<file path="src/design/hpp_pkg.sv">
`timescale 1ns / 1ps
// ----------------------------------------------------------------------------
// hpp_pkg
// Shared types, constants and effect tables of the haptic pattern player.
// ----------------------------------------------------------------------------
package hpp_pkg;

  localparam int NUM_EFFECTS = 14;
  localparam int MAX_STEPS   = 3;
  // catch-up bound of one tick
  localparam int GUARD_ITER  = 2 * 4 + 2;
  localparam int GUARD_W     = $clog2(GUARD_ITER + 1);

  localparam logic [2:0] PRIO_PLAY = 3'd2;

  typedef enum logic [1:0] {
    OP_TICK   = 2'd0,
    OP_PLAY   = 2'd1,
    OP_EFFECT = 2'd2,
    OP_STOP   = 2'd3
  } hpp_op_e;

  typedef enum logic [1:0] {
    CFG_ENABLED  = 2'd0,
    CFG_ON_LEVEL = 2'd1,
    CFG_RETRIGGER = 2'd2
  } hpp_cfg_e;

  typedef enum logic [2:0] {
    ST_IDLE,
    ST_DIS,
    ST_OP,
    ST_ADV,
    ST_DONE
  } hpp_state_e;

  typedef struct packed {
    logic [1:0]  opcode;
    logic [31:0] now_ms;
    logic [15:0] len_ms;
    logic [3:0]  effect;
  } hpp_in_t;

  typedef struct packed {
    logic       pin_level;
    logic       motor_on;
    logic       playing;
    logic       accepted;
    logic [2:0] current_priority;
  } hpp_out_t;

  typedef struct packed {
    logic load_item;
    logic finish_dis;
    logic exec_op;
    logic adv_step;
    logic load_out;
  } hpp_cmd_t;

  typedef struct packed {
    logic tick_pattern;
    logic adv_more;
  } hpp_stat_t;

  function automatic logic [15:0] fx_on(logic [3:0] e, logic [1:0] s);
    logic [15:0] v;
    v = 16'd0;
    case (e)
      4'd2, 4'd9: if (s == 2'd0) v = 16'd225;
      4'd10:      if (s == 2'd0) v = 16'd450;
      4'd11:      if (s inside {[2'd0:2'd1]}) v = 16'd400;
      4'd12:      if (s inside {[2'd0:2'd1]}) v = 16'd200;
      4'd13: begin
        if (s inside {[2'd0:2'd1]}) v = 16'd300;
        else if (s == 2'd2) v = 16'd800;
      end
      4'd14, 4'd15: v = 16'd0;
      default:    if (s == 2'd0) v = 16'd200;
    endcase
    return v;
  endfunction

  function automatic logic [15:0] fx_off(logic [3:0] e, logic [1:0] s);
    logic [15:0] v;
    v = 16'd0;
    case (e)
      4'd11:   if (s == 2'd0) v = 16'd200;
      4'd12:   if (s == 2'd0) v = 16'd250;
      4'd13:   if (s inside {[2'd0:2'd1]}) v = 16'd200;
      default: v = 16'd0;
    endcase
    return v;
  endfunction

  function automatic logic [2:0] fx_length(logic [3:0] e);
    logic [2:0] n;
    case (e)
      4'd11, 4'd12: n = 3'd2;
      4'd13:        n = 3'd3;
      default:      n = 3'd1;
    endcase
    if (n > 3'(MAX_STEPS)) n = 3'(MAX_STEPS);
    return n;
  endfunction

  function automatic logic [2:0] fx_prio(logic [3:0] e);
    logic [2:0] p;
    case (e)
      4'd1, 4'd2, 4'd3, 4'd4, 4'd5: p = 3'd2;
      4'd6, 4'd7, 4'd8:             p = 3'd3;
      4'd9, 4'd10:                  p = 3'd4;
      4'd11, 4'd12, 4'd13:          p = 3'd5;
      default:                      p = 3'd1;
    endcase
    return p;
  endfunction

endpackage

</file>
<file path="src/design/hpp_ctrl.sv">
`timescale 1ns / 1ps
// ----------------------------------------------------------------------------
// hpp_ctrl
// Sequencer: takes a request, steps the datapath through disable check,
// opcode handling and effect catch-up, then hands the result to the output.
// ----------------------------------------------------------------------------
module hpp_ctrl (
  input  logic              clk_i,
  input  logic              rst_ni,
  input  logic              in_valid_i,
  output logic              in_ready_o,
  output logic              out_valid_o,
  input  logic              out_ready_i,
  input  hpp_pkg::hpp_stat_t stat_i,
  output hpp_pkg::hpp_cmd_t  cmd_o
);
  import hpp_pkg::*;

  hpp_state_e         state_q, state_d;
  logic [GUARD_W-1:0] guard_q, guard_d;
  logic [GUARD_W-1:0] guard_inc;
  logic               out_valid_q, out_valid_d;

  assign guard_inc   = guard_q + 1'b1;
  assign in_ready_o  = (state_q == ST_IDLE);
  assign out_valid_o = out_valid_q;

  always_ff @(posedge clk_i or negedge rst_ni) begin
    if (!rst_ni) begin
      state_q     <= ST_IDLE;
      guard_q     <= '0;
      out_valid_q <= 1'b0;
    end else begin
      state_q     <= state_d;
      guard_q     <= guard_d;
      out_valid_q <= out_valid_d;
    end
  end

  always_comb begin
    state_d     = state_q;
    guard_d     = guard_q;
    out_valid_d = out_valid_q && !out_ready_i;
    cmd_o       = '0;
    case (state_q)
      ST_IDLE: begin
        if (in_valid_i) begin
          cmd_o.load_item = 1'b1;
          state_d         = ST_DIS;
        end
      end
      ST_DIS: begin
        cmd_o.finish_dis = 1'b1;
        state_d          = ST_OP;
      end
      ST_OP: begin
        cmd_o.exec_op = 1'b1;
        guard_d       = '0;
        state_d       = stat_i.tick_pattern ? ST_ADV : ST_DONE;
      end
      ST_ADV: begin
        cmd_o.adv_step = 1'b1;
        guard_d        = guard_inc;
        if (!stat_i.adv_more || guard_inc >= GUARD_W'(GUARD_ITER)) state_d = ST_DONE;
      end
      ST_DONE: begin
        // output register free or being emptied this cycle
        if (!out_valid_q || out_ready_i) begin
          cmd_o.load_out = 1'b1;
          out_valid_d    = 1'b1;
          state_d        = ST_IDLE;
        end
      end
      default: state_d = ST_IDLE;
    endcase
  end

  a_load_to_dis : assert property (@(posedge clk_i) disable iff (!rst_ni)
    in_valid_i && in_ready_o |=> state_q == ST_DIS)
    else $error("accepted request did not start processing");

  a_guard_bound : assert property (@(posedge clk_i) disable iff (!rst_ni)
    guard_q <= GUARD_W'(GUARD_ITER))
    else $error("catch-up counter overran");

  a_adv_stop : assert property (@(posedge clk_i) disable iff (!rst_ni)
    state_q == ST_ADV && !stat_i.adv_more |=> state_q == ST_DONE)
    else $error("catch-up kept going after the pattern settled");

  a_done_load : assert property (@(posedge clk_i) disable iff (!rst_ni)
    cmd_o.load_out |=> out_valid_q && state_q == ST_IDLE)
    else $error("result load did not raise out valid");

endmodule

</file>
<file path="src/design/hpp_datapath.sv">
`timescale 1ns / 1ps
// ----------------------------------------------------------------------------
// hpp_datapath
// Playback state, configuration registers, priority and cooldown check,
// one effect step transition per cycle, and the result register.
// ----------------------------------------------------------------------------
module hpp_datapath (
  input  logic               clk_i,
  input  logic               rst_ni,
  input  hpp_pkg::hpp_in_t   in_data_i,
  input  logic               cfg_we_i,
  input  logic [1:0]         cfg_idx_i,
  input  logic [15:0]        cfg_data_i,
  input  hpp_pkg::hpp_cmd_t  cmd_i,
  output hpp_pkg::hpp_stat_t stat_o,
  output hpp_pkg::hpp_out_t  out_data_o
);
  import hpp_pkg::*;

  hpp_in_t     item_q;
  hpp_out_t    out_q;

  logic        en_q, ah_q;
  logic [15:0] retrig_q;

  logic        active_q, active_d;
  logic        pattern_q, pattern_d;
  logic [3:0]  fx_idx_q, fx_idx_d;
  logic [1:0]  step_q, step_d;
  logic        gap_q, gap_d;
  logic [31:0] phase_q, phase_d;
  logic [15:0] dur_q, dur_d;
  logic [2:0]  prio_q, prio_d;
  logic        played_q, played_d;
  logic [31:0] last_q, last_d;
  logic        drive_q, drive_d;
  logic        acc_q, acc_d;

  logic [31:0] elapsed, since_last;
  logic [15:0] cur_on, cur_off;
  logic [1:0]  next_step;
  logic        step_end, wait_phase, cooling, fx_ok, req_ok, do_finish;
  logic [2:0]  req_prio;

  assign elapsed    = item_q.now_ms - phase_q;
  assign since_last = item_q.now_ms - last_q;
  assign cur_on     = fx_on(fx_idx_q, step_q);
  assign cur_off    = fx_off(fx_idx_q, step_q);
  assign next_step  = step_q + 2'd1;
  assign step_end   = (next_step == 2'd0) || ({1'b0, next_step} >= fx_length(fx_idx_q));
  assign wait_phase = gap_q ? (elapsed < {16'd0, cur_off}) : (elapsed < {16'd0, cur_on});

  assign fx_ok    = ({1'b0, item_q.effect} < 5'(NUM_EFFECTS));
  assign req_prio = (item_q.opcode == OP_PLAY) ? PRIO_PLAY : fx_prio(item_q.effect);
  assign cooling  = played_q && (since_last < {16'd0, retrig_q});
  assign req_ok   = en_q
                  && !(active_q && req_prio < prio_q)
                  && !(cooling && (!active_q || req_prio <= prio_q))
                  && ((item_q.opcode == OP_PLAY) || (item_q.opcode == OP_EFFECT && fx_ok));

  assign stat_o.tick_pattern = (item_q.opcode == OP_TICK) && active_q && pattern_q;
  assign stat_o.adv_more     = !wait_phase && ((!gap_q && cur_off != 16'd0) || !step_end);
  assign out_data_o          = out_q;

  always_comb begin
    active_d  = active_q;
    pattern_d = pattern_q;
    fx_idx_d  = fx_idx_q;
    step_d    = step_q;
    gap_d     = gap_q;
    phase_d   = phase_q;
    dur_d     = dur_q;
    prio_d    = prio_q;
    played_d  = played_q;
    last_d    = last_q;
    drive_d   = drive_q;
    acc_d     = acc_q;
    do_finish = 1'b0;

    if (cmd_i.load_item) acc_d = 1'b0;

    if (cmd_i.finish_dis && !en_q) do_finish = 1'b1;

    if (cmd_i.exec_op) begin
      case (item_q.opcode)
        OP_TICK: begin
          if (active_q && !pattern_q && elapsed >= {16'd0, dur_q}) do_finish = 1'b1;
        end
        OP_PLAY, OP_EFFECT: begin
          if (req_ok) begin
            acc_d    = 1'b1;
            played_d = 1'b1;
            last_d   = item_q.now_ms;
            prio_d   = req_prio;
            phase_d  = item_q.now_ms;
            active_d = 1'b1;
            step_d   = 2'd0;
            gap_d    = 1'b0;
            drive_d  = 1'b1;
            if (item_q.opcode == OP_PLAY) begin
              dur_d     = item_q.len_ms;
              pattern_d = 1'b0;
            end else begin
              dur_d     = fx_on(item_q.effect, 2'd0);
              pattern_d = 1'b1;
              fx_idx_d  = item_q.effect;
            end
          end
        end
        OP_STOP: do_finish = 1'b1;
        default: do_finish = 1'b1;
      endcase
    end

    if (cmd_i.adv_step && !wait_phase) begin
      if (!gap_q) begin
        drive_d = 1'b0;
        phase_d = phase_q + {16'd0, cur_on};
      end else begin
        phase_d = phase_q + {16'd0, cur_off};
      end
      if (!gap_q && cur_off != 16'd0) begin
        gap_d = 1'b1;
      end else begin
        // move on to the next step or end the effect
        step_d = next_step;
        if (step_end) begin
          do_finish = 1'b1;
        end else begin
          dur_d   = fx_on(fx_idx_q, next_step);
          gap_d   = 1'b0;
          drive_d = 1'b1;
        end
      end
    end

    if (do_finish) begin
      active_d  = 1'b0;
      prio_d    = 3'd0;
      pattern_d = 1'b0;
      step_d    = 2'd0;
      gap_d     = 1'b0;
      drive_d   = 1'b0;
    end
  end

  always_ff @(posedge clk_i or negedge rst_ni) begin
    if (!rst_ni) begin
      en_q      <= 1'b1;
      ah_q      <= 1'b1;
      retrig_q  <= 16'd50;
      active_q  <= 1'b0;
      pattern_q <= 1'b0;
      fx_idx_q  <= 4'd0;
      step_q    <= 2'd0;
      gap_q     <= 1'b0;
      phase_q   <= 32'd0;
      dur_q     <= 16'd0;
      prio_q    <= 3'd0;
      played_q  <= 1'b0;
      last_q    <= 32'd0;
      drive_q   <= 1'b0;
      acc_q     <= 1'b0;
    end else begin
      if (cfg_we_i) begin
        case (cfg_idx_i)
          CFG_ENABLED:   en_q     <= cfg_data_i[0];
          CFG_ON_LEVEL:  ah_q     <= cfg_data_i[0];
          CFG_RETRIGGER: retrig_q <= cfg_data_i;
          default: ;
        endcase
      end
      active_q  <= active_d;
      pattern_q <= pattern_d;
      fx_idx_q  <= fx_idx_d;
      step_q    <= step_d;
      gap_q     <= gap_d;
      phase_q   <= phase_d;
      dur_q     <= dur_d;
      prio_q    <= prio_d;
      played_q  <= played_d;
      last_q    <= last_d;
      drive_q   <= drive_d;
      acc_q     <= acc_d;
    end
  end

  always_ff @(posedge clk_i) begin
    if (cmd_i.load_item) item_q <= in_data_i;
    if (cmd_i.load_out) begin
      out_q.pin_level        <= drive_q ? ah_q : ~ah_q;
      out_q.motor_on         <= drive_q;
      out_q.playing          <= active_q;
      out_q.accepted         <= acc_q;
      out_q.current_priority <= prio_q;
    end
  end

  a_idle_quiet : assert property (@(posedge clk_i) disable iff (!rst_ni)
    !active_q |-> prio_q == 3'd0 && !drive_q && !pattern_q)
    else $error("idle player holds priority or drive");

  a_prio_range : assert property (@(posedge clk_i) disable iff (!rst_ni)
    prio_q <= 3'd5)
    else $error("active priority out of range");

  a_accept_starts : assert property (@(posedge clk_i) disable iff (!rst_ni)
    cmd_i.exec_op && req_ok && item_q.opcode != OP_TICK && item_q.opcode != OP_STOP
    |=> active_q && drive_q && acc_q && last_q == item_q.now_ms)
    else $error("accepted play did not start");

endmodule

</file>
<file path="src/design/haptic_pattern_player.sv">
`timescale 1ns / 1ps
// ----------------------------------------------------------------------------
// haptic_pattern_player
// Vibration motor pattern player: timed plays, ROM effects with priority
// and retrigger cooldown, one result per request.
// ----------------------------------------------------------------------------
// the result register loads after the disable check and opcode handling for
//   play, stop and timed ticks; an effect tick adds catch-up steps, one
//   on/off step transition per cycle, and a full output register holds the load
// requests: a new one is taken only in idle, after the last result is loaded
// reset: playback idle, motor off, enabled 1, on level high, retrigger 50 ms
module haptic_pattern_player (
  input  logic             clk_i,
  input  logic             rst_ni,
  input  logic             in_valid_i,
  output logic             in_ready_o,
  input  hpp_pkg::hpp_in_t in_data_i,
  output logic             out_valid_o,
  input  logic             out_ready_i,
  output hpp_pkg::hpp_out_t out_data_o,
  input  logic             cfg_we_i,
  input  logic [1:0]       cfg_idx_i,
  input  logic [15:0]      cfg_data_i
);
  import hpp_pkg::*;

  hpp_cmd_t  cmd;
  hpp_stat_t stat;

  hpp_ctrl u_ctrl (
    .clk_i       (clk_i),
    .rst_ni      (rst_ni),
    .in_valid_i  (in_valid_i),
    .in_ready_o  (in_ready_o),
    .out_valid_o (out_valid_o),
    .out_ready_i (out_ready_i),
    .stat_i      (stat),
    .cmd_o       (cmd)
  );

  hpp_datapath u_datapath (
    .clk_i      (clk_i),
    .rst_ni     (rst_ni),
    .in_data_i  (in_data_i),
    .cfg_we_i   (cfg_we_i),
    .cfg_idx_i  (cfg_idx_i),
    .cfg_data_i (cfg_data_i),
    .cmd_i      (cmd),
    .stat_o     (stat),
    .out_data_o (out_data_o)
  );

endmodule
</file>
<file path="config.mk">
export PLATFORM = sky130hd
export DESIGN_NAME = haptic_pattern_player
export DESIGN_NICKNAME = d
export VERILOG_FILES = /design/src/design/hpp_pkg.sv /design/src/design/hpp_ctrl.sv /design/src/design/hpp_datapath.sv /design/src/design/haptic_pattern_player.sv
export SDC_FILE = /design/constraint.sdc
export NUM_CORES = 1
export LEC_CHECK = 0
export CAP_MARGIN = 15
export CELL_PAD_IN_SITES_DETAIL_PLACEMENT = 0
export CELL_PAD_IN_SITES_GLOBAL_PLACEMENT = 2
export CORE_MARGIN = 2
export CORE_UTILIZATION = 35
export CTS_CLUSTER_SIZE = 40
export DETAILED_ROUTE_END_ITERATION = 8
export DONT_BUFFER_PORTS = 1
export GPL_TIMING_DRIVEN = 0
export PLACE_DENSITY_LB_ADDON = 0.3
export SYNTH_ARGS = -nofsm -noshare
export SYNTH_HDL_FRONTEND = slang
export SYNTH_SLANG_ARGS = --single-unit
export TNS_END_PERCENT = 1
</file>
<file path="constraint.sdc">
create_clock -name clk_i -period 7.57 [get_ports clk_i]
set_input_delay 1.1355 -clock clk_i [delete_from_list [all_inputs] [get_ports clk_i]]
set_output_delay 1.1355 -clock clk_i [all_outputs]
set_load 0.05 [all_outputs]
</file>
==> summary.txt, run 1 <==
outcome -> completed
worst skew pair latency -> 0.46 ns
Avg WL per Cell -> 20.82 um
setup TNS -> 0 ns
share of the synthesized area in the top cell type -> 0.2108
HPWL after detailed placement -> 34360 um
Reg clk slew, reported paths -> 0.08 ns
I/O pin cnt -> 86
DR pass1 iterations -> 6
Slew Viols, Final -> 0
Max Cap Viol -> 0
R2R setup slack -> 0.45 ns
Slew @ Worst Pin -> 0.9352 ns
H-tree levels -> 4
Final ANT Viol Nets -> 0
IO buf count -> 0
Site Rows -> 72
CP Class -> flip-flop to flip-flop
critical path arrival -> 7.52 ns
Worst setup EP type -> flip-flop
Synth Warn # -> 0
Longest Clk Path Bufs -> 2
initial antenna violation count -> 1
GR Util All Layers -> 0.2190
vias in the first global route -> 11.81k
Post-Syn Nets -> 1765
fin crit period -> 7.123 ns
Initial Util -> 0.3554
slowest stage delay, CP -> 0.71 ns
Worst setup SP type -> flip-flop
Clock Skew -> 0.01494 ns
worst path required time -> 7.97 ns
core area -> 38740 um^2
RePlAce Congestion -> 0.9244
Mapped Area -> 13770 um^2
endpoints failing setup -> 0
clock root cell -> clkbuf_16
Yosys reg bits -> 185
Post-synth EDFFs -> 61
Hold WS -> 0.3738 ns
cts hold-fix bufs -> 0
ys async rst share -> 0.6541
largest net degree at the start of global routing -> 122
dominant cell type by area after synthesis -> dfrtp_1
Cells after Synth -> 1550
Post-CTS Setup Bufs -> 0
nets -> 1785
crit-path max FO -> 10
DR vias -> 11.80k
Worst VDD drop -> 240.9 uV
Hold Path Class -> primary input to asynchronous set/reset pin
Die Ht -> 202.3 um
Total Routed Length -> 43760 um
sequential cell area -> 4926 um^2
Top FF cell, synth -> dfrtp_1
FF-to-FF End -> u_datapath.phase_q[27]
DR DRC count -> 0
TritonCTS buffer count -> 17
Peak Freq -> 140.4 MHz
worst reg2reg path startpoint -> u_datapath.item_q[20]
Power, Total -> 6.061 mW
PwrDens -> 403.4 nW/um^2
largest cells by area after synthesis -> dfrtp_1 21%, edfxtp_1 13%, ha_1 12%
Layout fillers -> 4002
cell mode on critical path -> nor2_1
Worst slew margin -> 0.3604
die area -> 40940 um^2
die width -> 202.3 um
post-synth cell types -> 90
CP max stage cell -> or4_1
r2r worst-path depth -> 27
post-DR vias/cell -> 5.613
layout cell share with drive strength beyond 1 -> 0.08086
area delta synth->final -> 9.106%
area occupied by multi-input gates -> 7990 um^2
P_leak -> 6.264 nW
TritonCTS clock tree -> yes
first-pass GRT wire length -> 69060 um
overflow left after global routing -> 0
Final Cycle Share -> 0.9410
Final Hold Viols -> 0
Seq/Total Area, Yosys -> 0.3578
number of clock sinks -> 185
1st-iter DRT viols -> 741
Avg Synthesized Cell Area -> 8.883 um^2
[cells by family after synthesis]
group | synth area share
flops | 0.3578
fa+ha+maj | 0.1270
mux | 0.02926
xor+xnor | 0.02990
buf+inv | 0.06234
compound gates | 0.2322
simple gates | 0.1615
[stage by stage]
step                worst slack, ns  area, um^2  utilization  std cells
global route             -0.0003064       15020       0.3877       2101
floorplan                     2.324       13770            -       1550
global placement            -0.5264       14420       0.3722       2068
detailed placement           0.3617       14430       0.3725       2069
CTS                          0.2943       15020       0.3877       2101
finish                       0.4465       15020       0.3878       2102
[worst max-delay path: cells and delay by family (launching register included)]
family,cells,cell delay (ns)
DFF,1,0.36
adders and majority gates,3,0.78
xor gates and xnor gates,1,0.11
and+or+nand+nor,8,1.83
buffers and inverters,4,0.88
AOI/OAI and AO/OA,11,3.08
[synthesized netlist by cell type, types with 6 or more instances]
master       n
o21a_1      14
o21ai_0    108
o31ai_1      7
o211ai_1    16
mux2_2      26
a21o_1      32
o221ai_1    12
mux2i_1     11
nand2_1    156
o22ai_1     10
nand4_1     26
inv_1      136
nor2_1     112
and2_1       6
a2111oi_0    8
buf_6        6
a221o_1     12
edfxtp_1    61
xnor2_1     25
or3_1       11
nor3_1      24
a31oi_1     20
a21oi_1    133
and3_1      20
nand2b_1    19
o21bai_1     6
o2111ai_1    7
ha_1       135
buf_2       10
nor2b_1     17
clkbuf_1    27
dfrtp_1    116
xor2_1      22
a211oi_1    19
nand3_1     40
[worst max-delay path by stage]
stage | start | slack, ns | to
floorplan | u_datapath.item_q[20] | 2.32 | u_datapath.phase_q[14]
global placement | u_datapath.item_q[20] | -0.53 | u_datapath.phase_q[24]
detailed placement | u_datapath.item_q[20] | 0.36 | u_datapath.phase_q[27]
CTS | u_datapath.item_q[20] | 0.29 | u_datapath.phase_q[27]
global route | u_datapath.item_q[20] | -0.0003 | u_datapath.dur_q[5]
finish | u_datapath.item_q[20] | 0.45 | u_datapath.phase_q[27]
[placed cells by master (no fill, tap or decap), types with 19 or more instances in the layout]
cell type	instances
nand3_1	40
a31oi_1	20
a211oi_1	19
nand2_1	156
a21o_1	32
nor3_1	23
xor2_1	22
a21oi_1	133
inv_1	136
mux2_2	26
edfxtp_1	61
nor2_1	112
clkbuf_1	26
nand2b_1	19
dfrtp_1	116
nand4_1	26
xnor2_1	25
o21ai_0	108
ha_1	135
and3_1	20
[routing by layer]
| metal | routed length (um) | GRT usage | share of wire |
|---|---|---|---|
| met1 | 20440 | 0.2919 | 0.47 |
| met2 | 20400 | 0.3614 | 0.47 |
| met3 | 1661 | 0.03144 | 0.038 |
| met4 | 1260 | 0.07873 | 0.029 |
| met5 | 0 | 0 | 0 |
[area by class of cell]
class	count	area share
diodes	1	0.0001666
plain buffers	56	0.02324
clock buffers	18	0.02857
clock inverters	14	0.01049
inverters	137	0.03423
multi-input cells	1172	0.5319
flip-flops and latches	185	0.3279
well taps	518	0.04315
repair buffers	1	0.0003332
[where the power goes]
group | switching (mW) | internal, mW
clock network | 0.461 | 0.441
logic | 2.17 | 1.39
registers | 0.250 | 1.35
total | 2.88 | 3.18
[repair_timing]
action                                  4_1_cts  5_1_grt
resized for setup                             0        4
endpoints found under the setup margin        0       37
endpoints found under the hold margin         0        0
[state kept, by name, indices dropped and copies added (netlist names), 2 cells and up, named ones only]
signal and cells:
u_datapath.dur_q 16, u_datapath.retrig_q 16, u_datapath.item_q 54, u_ctrl.guard_q 4, u_datapath.out_data_o 7, u_datapath.phase_q 32, u_datapath.step_q 2, u_datapath.prio_q 3
u_datapath.last_q 32, u_ctrl.state_q 3, u_datapath.fx_idx_q 4
Power figures use the tool's default switching activity.
==> run 2: changes to the inputs <==
--- a/config.mk
+++ b/config.mk
@@ -9,7 +9,7 @@
 export CELL_PAD_IN_SITES_DETAIL_PLACEMENT = 0
 export CELL_PAD_IN_SITES_GLOBAL_PLACEMENT = 2
 export CORE_MARGIN = 2
-export CORE_UTILIZATION = 35
+export CORE_UTILIZATION = 41
 export CTS_CLUSTER_SIZE = 40
 export DETAILED_ROUTE_END_ITERATION = 8
 export DONT_BUFFER_PORTS = 1
==> run 2 against run 1 <==
  * First-iteration DRC count is 1.6% lower
  * Sequential power is essentially flat
  * Flip-flop and latch count stayed put
  * Sequential share of layout area grew 0.24 points
  * Clock power down 2%
  * Cell area is 0.72% lower
  * Hold slack lost 0.0081 ns
  * Final cell count is 3.4% lower
  * Core utilization increased by 6.0 points
  * Maximum frequency is 0.65% lower
  * Global-route usage up 2.3 points
  * Routed wire length is 3.8% lower
  * Critical path type unchanged
  * Largest power group unchanged
==> summary.txt, run 2 (synthesis gave the netlist of run 1 again) <==
Avg WL per Cell -> 20.73 um
TritonCTS clock tree -> yes
Initial Util -> 0.4137
core area -> 33280 um^2
max reg flops -> 54
Die Ht -> 187.3 um
cts hold-fix bufs -> 0
Clock Skew -> 0.02811 ns
H-tree levels -> 4
vias in the first global route -> 11.44k
Post-CTS Setup Bufs -> 0
Worst VDD drop -> 270.3 uV
DR vias -> 11.72k
GR Util All Layers -> 0.2415
setup TNS -> 0 ns
HPWL after detailed placement -> 33050 um
commonest non-fill, non-tap cells in the layout -> 156 x nand2_1, 136 x inv_1, 135 x ha_1, 133 x a21oi_1, 116 x dfrtp_1
Site Rows -> 67
sequential cell area -> 4926 um^2
DR DRC count -> 0
layout cell share with drive strength beyond 1 -> 0.08023
endpoints failing setup -> 0
Longest Clk Path Bufs -> 2
antenna cell count -> 0
fin crit period -> 7.170 ns
Top reg by flops -> u_datapath.item_q
outcome -> completed
Hold Path Class -> primary input to asynchronous set/reset pin
Total Routed Length -> 42100 um
Largest regs -> u_datapath.item_q: 54 flops, u_datapath.last_q: 32 flops, u_datapath.phase_q: 32 flops
nets -> 1785
RePlAce Congestion -> 0.9126
die width -> 187.3 um
Slew @ Worst Pin -> 0.9711 ns
overflow left after global routing -> 0
TritonCTS buffer count -> 17
crit-path max FO -> 10
DR pass1 iterations -> 7
P_leak -> 6.250 nW
r2r worst-path depth -> 26
Worst setup EP type -> flip-flop
Worst setup SP type -> flip-flop
worst path required time -> 7.94 ns
Final Hold Viols -> 0
post-DR vias/cell -> 5.772
Power, Total -> 6.009 mW
RSZ-0062 raised after global routing -> false
clock root cell -> clkbuf_16
Peak Freq -> 139.5 MHz
1st-iter DRT viols -> 729
Slew Viols, Final -> 0
Final Cycle Share -> 0.9471
Worst slew margin -> 0.3359
first-pass GRT wire length -> 65690 um
die area -> 35060 um^2
PwrDens -> 403.0 nW/um^2
CP Class -> flip-flop to flip-flop
Layout fillers -> 3339
area occupied by multi-input gates -> 7990 um^2
Final ANT Viol Nets -> 0
worst skew pair latency -> 0.47 ns
commonest non-fill, non-tap cell in the layout -> nand2_1
I/O pin cnt -> 86
number of clock sinks -> 185
critical path arrival -> 7.54 ns
Max Cap Viol -> 0
initial antenna violation count -> 0
Reg clk slew, reported paths -> 0.08 ns
largest net degree at the start of global routing -> 122
area delta synth->final -> 8.315%
IO buf count -> 0
## run 2: critical path: stages, from the launching register on
cell and delay [ns]:
edfxtp_1 0.36, inv_1 0.14, ha_1 0.18, inv_1 0.05, fa_1 0.40, a21o_1 0.19
a221o_1 0.41, nor2_1 0.12, nor2_1 0.05, nor2_1 0.18, o21ai_0 0.20, a21o_1 0.22
a21oi_1 0.16, xnor2_1 0.12, ha_1 0.20, a211oi_1 0.24, nor2_1 0.15, a311oi_1 0.50
o221ai_1 0.22, a2111o_1 0.39, a2111oi_1 0.43, nand4_1 0.20, or4_1 0.71, nand2_1 0.36
clkbuf_8 0.29, nand2_1 0.30, o221ai_1 0.30
## run 2: per-layer routing
layer | vias to the layer above | track usage | routed length [um] | share of wire
met2 | 280 | 0.4132 | 20380 | 0.48
li1 | 5717 | - | - | -
met5 | - | 0 | 0 | 0
met4 | 0 | 0.08272 | 1134 | 0.027
met3 | 50 | 0.03340 | 1755 | 0.042
met1 | 5676 | 0.3133 | 18830 | 0.45
## run 2: cell type report
| type | count | share of cell area |
|---|---|---|
| Buffer | 56 | 0.02332 |
| Clock buffer | 17 | 0.02853 |
| Clock inverter | 15 | 0.009648 |
| Inverter | 137 | 0.03448 |
| Multi-Input combinational cell | 1172 | 0.5358 |
| Sequential cell | 185 | 0.3303 |
| Tap cell | 448 | 0.03759 |
| Timing Repair Buffer | 1 | 0.0003356 |
## run 2: final timing paths
check                                      start                  endpoint  slack, ns
max                        u_datapath.item_q[20]     u_datapath.phase_q[3]       0.40
min                                       rst_ni         u_ctrl.guard_q[1]       0.37
max reg2reg                u_datapath.item_q[20]     u_datapath.phase_q[3]       0.40
min reg2reg                 u_datapath.prio_q[2]  u_datapath.out_data_o[2]       0.46
max in group asynchronous                 rst_ni    u_datapath.phase_q[25]       6.97
min in group clk_i          u_datapath.prio_q[2]  u_datapath.out_data_o[2]       0.46
## run 2: metrics by stage
stage	utilization	setup WS, ns	cells	hold WS (ns)	area [um^2]
3_5_place_dp	0.4310	0.5620	1999	0.4367	14340
2_1_floorplan	-	2.324	1550	0.4249	13770
4_1_cts	0.4481	0.5118	2031	0.3501	14910
6_report	0.4481	0.4002	2031	0.3658	14910
5_1_grt	0.4481	0.06593	2031	0.3524	14910
3_3_place_gp	0.4305	-0.1528	1998	0.4326	14330
## run 2: timing repair
action,CTS,global route
endpoints found under the setup margin,0,7
endpoints found under the hold margin,0,0
gates resized for setup,0,1
## run 2: power by group
group          switching, mW  internal [mW]
logic                   2.14           1.39
registers              0.250           1.35
clock network          0.451          0.434
total                   2.84           3.17
==> run 3: changes to the inputs <==
--- a/config.mk
+++ b/config.mk
@@ -9,11 +9,11 @@
 export CELL_PAD_IN_SITES_DETAIL_PLACEMENT = 0
 export CELL_PAD_IN_SITES_GLOBAL_PLACEMENT = 2
 export CORE_MARGIN = 2
-export CORE_UTILIZATION = 41
+export CORE_UTILIZATION = 44
 export CTS_CLUSTER_SIZE = 40
 export DETAILED_ROUTE_END_ITERATION = 8
 export DONT_BUFFER_PORTS = 1
-export GPL_TIMING_DRIVEN = 0
+export GPL_TIMING_DRIVEN = 1
 export PLACE_DENSITY_LB_ADDON = 0.3
 export SYNTH_ARGS = -nofsm -noshare
 export SYNTH_HDL_FRONTEND = slang
==> constraint.sdc (replaced) <==
create_clock -name clk_i -period 8.95 [get_ports clk_i]
set_input_delay 1.3425 -clock clk_i [delete_from_list [all_inputs] [get_ports clk_i]]
set_output_delay 1.3425 -clock clk_i [all_outputs]
set_load 0.05 [all_outputs]
==> run 3 against run 2 <==
  * Total power is 15% lower
  * Global-route usage increased by 0.38 points
  * Critical path depth stayed put
  * Hold slack gained 0.10 ns
  * Routed wire length is 5.7% lower
  * Worst setup slack better by 1.8 ns
  * Clock skew decreased by 0.013 ns
  * Sequential share of layout area grew 0.79 points
  * Largest cell class unchanged
==> summary.txt, run 3 (synthesis gave the netlist of run 1 again) <==
I/O pin cnt -> 86
worst path required time -> 9.33 ns
endpoints failing setup -> 0
TritonCTS clock tree -> yes
PwrDens -> 348.8 nW/um^2
max reg flops -> 54
placed cells -> 1894
core area -> 30670 um^2
Reg clk slew, reported paths -> 0.08 ns
setup TNS -> 0 ns
Peak Freq -> 148.7 MHz
Final Hold Viols -> 0
Worst slew margin -> 0.2704
Post-CTS Setup Bufs -> 0
Worst setup EP type -> flip-flop
clock root cell -> clkbuf_16
Clock Skew -> 0.01542 ns
worst skew pair latency -> 0.46 ns
1st-iter DRT viols -> 824
Initial Util -> 0.4489
DR pass1 iterations -> 5
DR vias -> 11.53k
GR Util All Layers -> 0.2453
Worst Hold Depth -> 0
R2R setup slack -> 2.22 ns
largest net degree at the start of global routing -> 122
CP Class -> flip-flop to flip-flop
WHS Endpoint -> u_datapath.out_data_o[3]
RSZ-0062 raised after global routing -> false
IO buf count -> 0
Max Cap Viol -> 0
Slew @ Worst Pin -> 1.090 ns
Slew Viols, Final -> 0
DP Worst Slack -> 2.335 ns
fin crit period -> 6.726 ns
fin cells -> 1928
FF-to-FF End -> u_datapath.phase_q[7]
commonest non-fill, non-tap cells in the layout -> 156 x nand2_1, 136 x inv_1, 135 x ha_1, 133 x a21oi_1, 116 x dfrtp_1
Longest Clk Path Bufs -> 2
Post-CTS Resized -> 0
layout cell share with drive strength beyond 1 -> 0.06989
nets -> 1733
number of clock sinks -> 185
P_leak -> 6.114 nW
DR DRC count -> 0
first-pass GRT wire length -> 63270 um
post-layout util -> 0.4748
Die Ht -> 180.9 um
overflow left after global routing -> 0
outcome -> completed
initial antenna violation count -> 1
die width -> 180.9 um
cts hold-fix bufs -> 0
commonest non-fill, non-tap cell in the layout -> nand2_1
die area -> 32720 um^2
HPWL after detailed placement -> 30300 um
Power, Total -> 5.079 mW
RePlAce Congestion -> 0.8825
critical path arrival -> 7.10 ns
worst reg2reg path startpoint -> u_datapath.item_q[20]
Final Cycle Share -> 0.7515
Top reg by flops -> u_datapath.item_q
Largest regs -> u_datapath.item_q: 54 flops, u_datapath.last_q: 32 flops, u_datapath.phase_q: 32 flops
worst setup margin -> 2.224 ns
Total Routed Length -> 39690 um
post-DR vias/cell -> 5.982
Site Rows -> 64
HP Start -> u_datapath.acc_q
TritonCTS buffer count -> 17
Final ANT Viol Nets -> 0
crit-path max FO -> 35
Worst setup SP type -> flip-flop
area delta synth->final -> 5.771%
Avg WL per Cell -> 20.58 um
Worst VDD drop -> 202.1 uV
vias in the first global route -> 11.32k
Hold Path Class -> flip-flop to flip-flop
H-tree levels -> 4
r2r worst-path depth -> 26
-- run 3: changes by cell type in the layout (fill, tap and decap cells not counted), moves of 2 or more --
cell	change
clkbuf_1	-25
clkinvlp_4	-3
clkbuf_8	-4
clkinv_2	-2
buf_2	-10
clkinv_8	-3
buf_1	-3
buf_6	-6
inv_6	+5
-- run 3: final cells by class --
class | instances | area [um^2]
inverters | 137 | 514.2
clock buffers | 19 | 442.9
flip-flops and latches | 185 | 4926
well taps | 396 | 495.5
multi-input cells | 1172 | 8003
repair buffers | 5 | 35.03
clock inverters | 13 | 143.9
diodes | 1 | 2.502
fillers | 2983 | 16110
-- run 3: power by group --
group | leakage [nW] | internal (mW) | switching, mW
registers | 2.16 | 1.14 | 0.245
logic | 3.67 | 1.14 | 1.78
clock network | 0.288 | 0.405 | 0.376
total | 6.11 | 2.68 | 2.40
-- run 3: how the worst max path moves through the flow --
| stage | from | endpoint | slack [ns] |
|---|---|---|---|
| 2_1_floorplan | u_datapath.item_q[20] | u_datapath.phase_q[14] | 3.70 |
| 3_3_place_gp | u_datapath.item_q[20] | u_datapath.phase_q[5] | 2.46 |
| 3_5_place_dp | u_datapath.item_q[20] | u_datapath.phase_q[2] | 2.33 |
| 4_1_cts | u_datapath.item_q[20] | u_datapath.phase_q[2] | 2.25 |
| 5_1_grt | u_datapath.item_q[20] | u_datapath.phase_q[8] | 1.61 |
| 6_report | u_datapath.item_q[20] | u_datapath.phase_q[7] | 2.22 |
-- run 3: stage by stage --
step / hold WS (ns) / cell area [um^2]
after floorplan: 0.4249 / 13770
after global placement: 0.4512 / 13970
after detailed placement: 0.4487 / 13970
after CTS: 0.4673 / 14560
after global routing: 0.4769 / 14560
final: 0.4694 / 14560
-- run 3: worst max-delay path, cell delays in order, from the launching register on --
cell and delay, ns:
edfxtp_1 0.36, inv_1 0.10, ha_1 0.17, inv_1 0.05, fa_1 0.39, a21o_1 0.19
a221o_1 0.38, nor2_1 0.11, nor2_1 0.05, nor2_1 0.16, o21ai_0 0.16, a21o_1 0.21
a21oi_1 0.17, xnor2_1 0.09, ha_1 0.19, a211oi_1 0.22, nor2_1 0.09, a311oi_1 0.25
o221ai_1 0.17, a2111o_1 0.36, a2111oi_0 0.29, nand4_1 0.20, or4_1 0.91, nand2_1 0.33
buf_4 0.45, nand2_1 0.32, o221ai_1 0.26
-- run 3: per-layer routing --
layer | vias up | part of all wire | track usage
met5 | - | 0 | 0
met2 | 268 | 0.49 | 0.4236
li1 | 5607 | - | -
met1 | 5605 | 0.44 | 0.3125
met4 | 0 | 0.029 | 0.07806
met3 | 54 | 0.035 | 0.04152
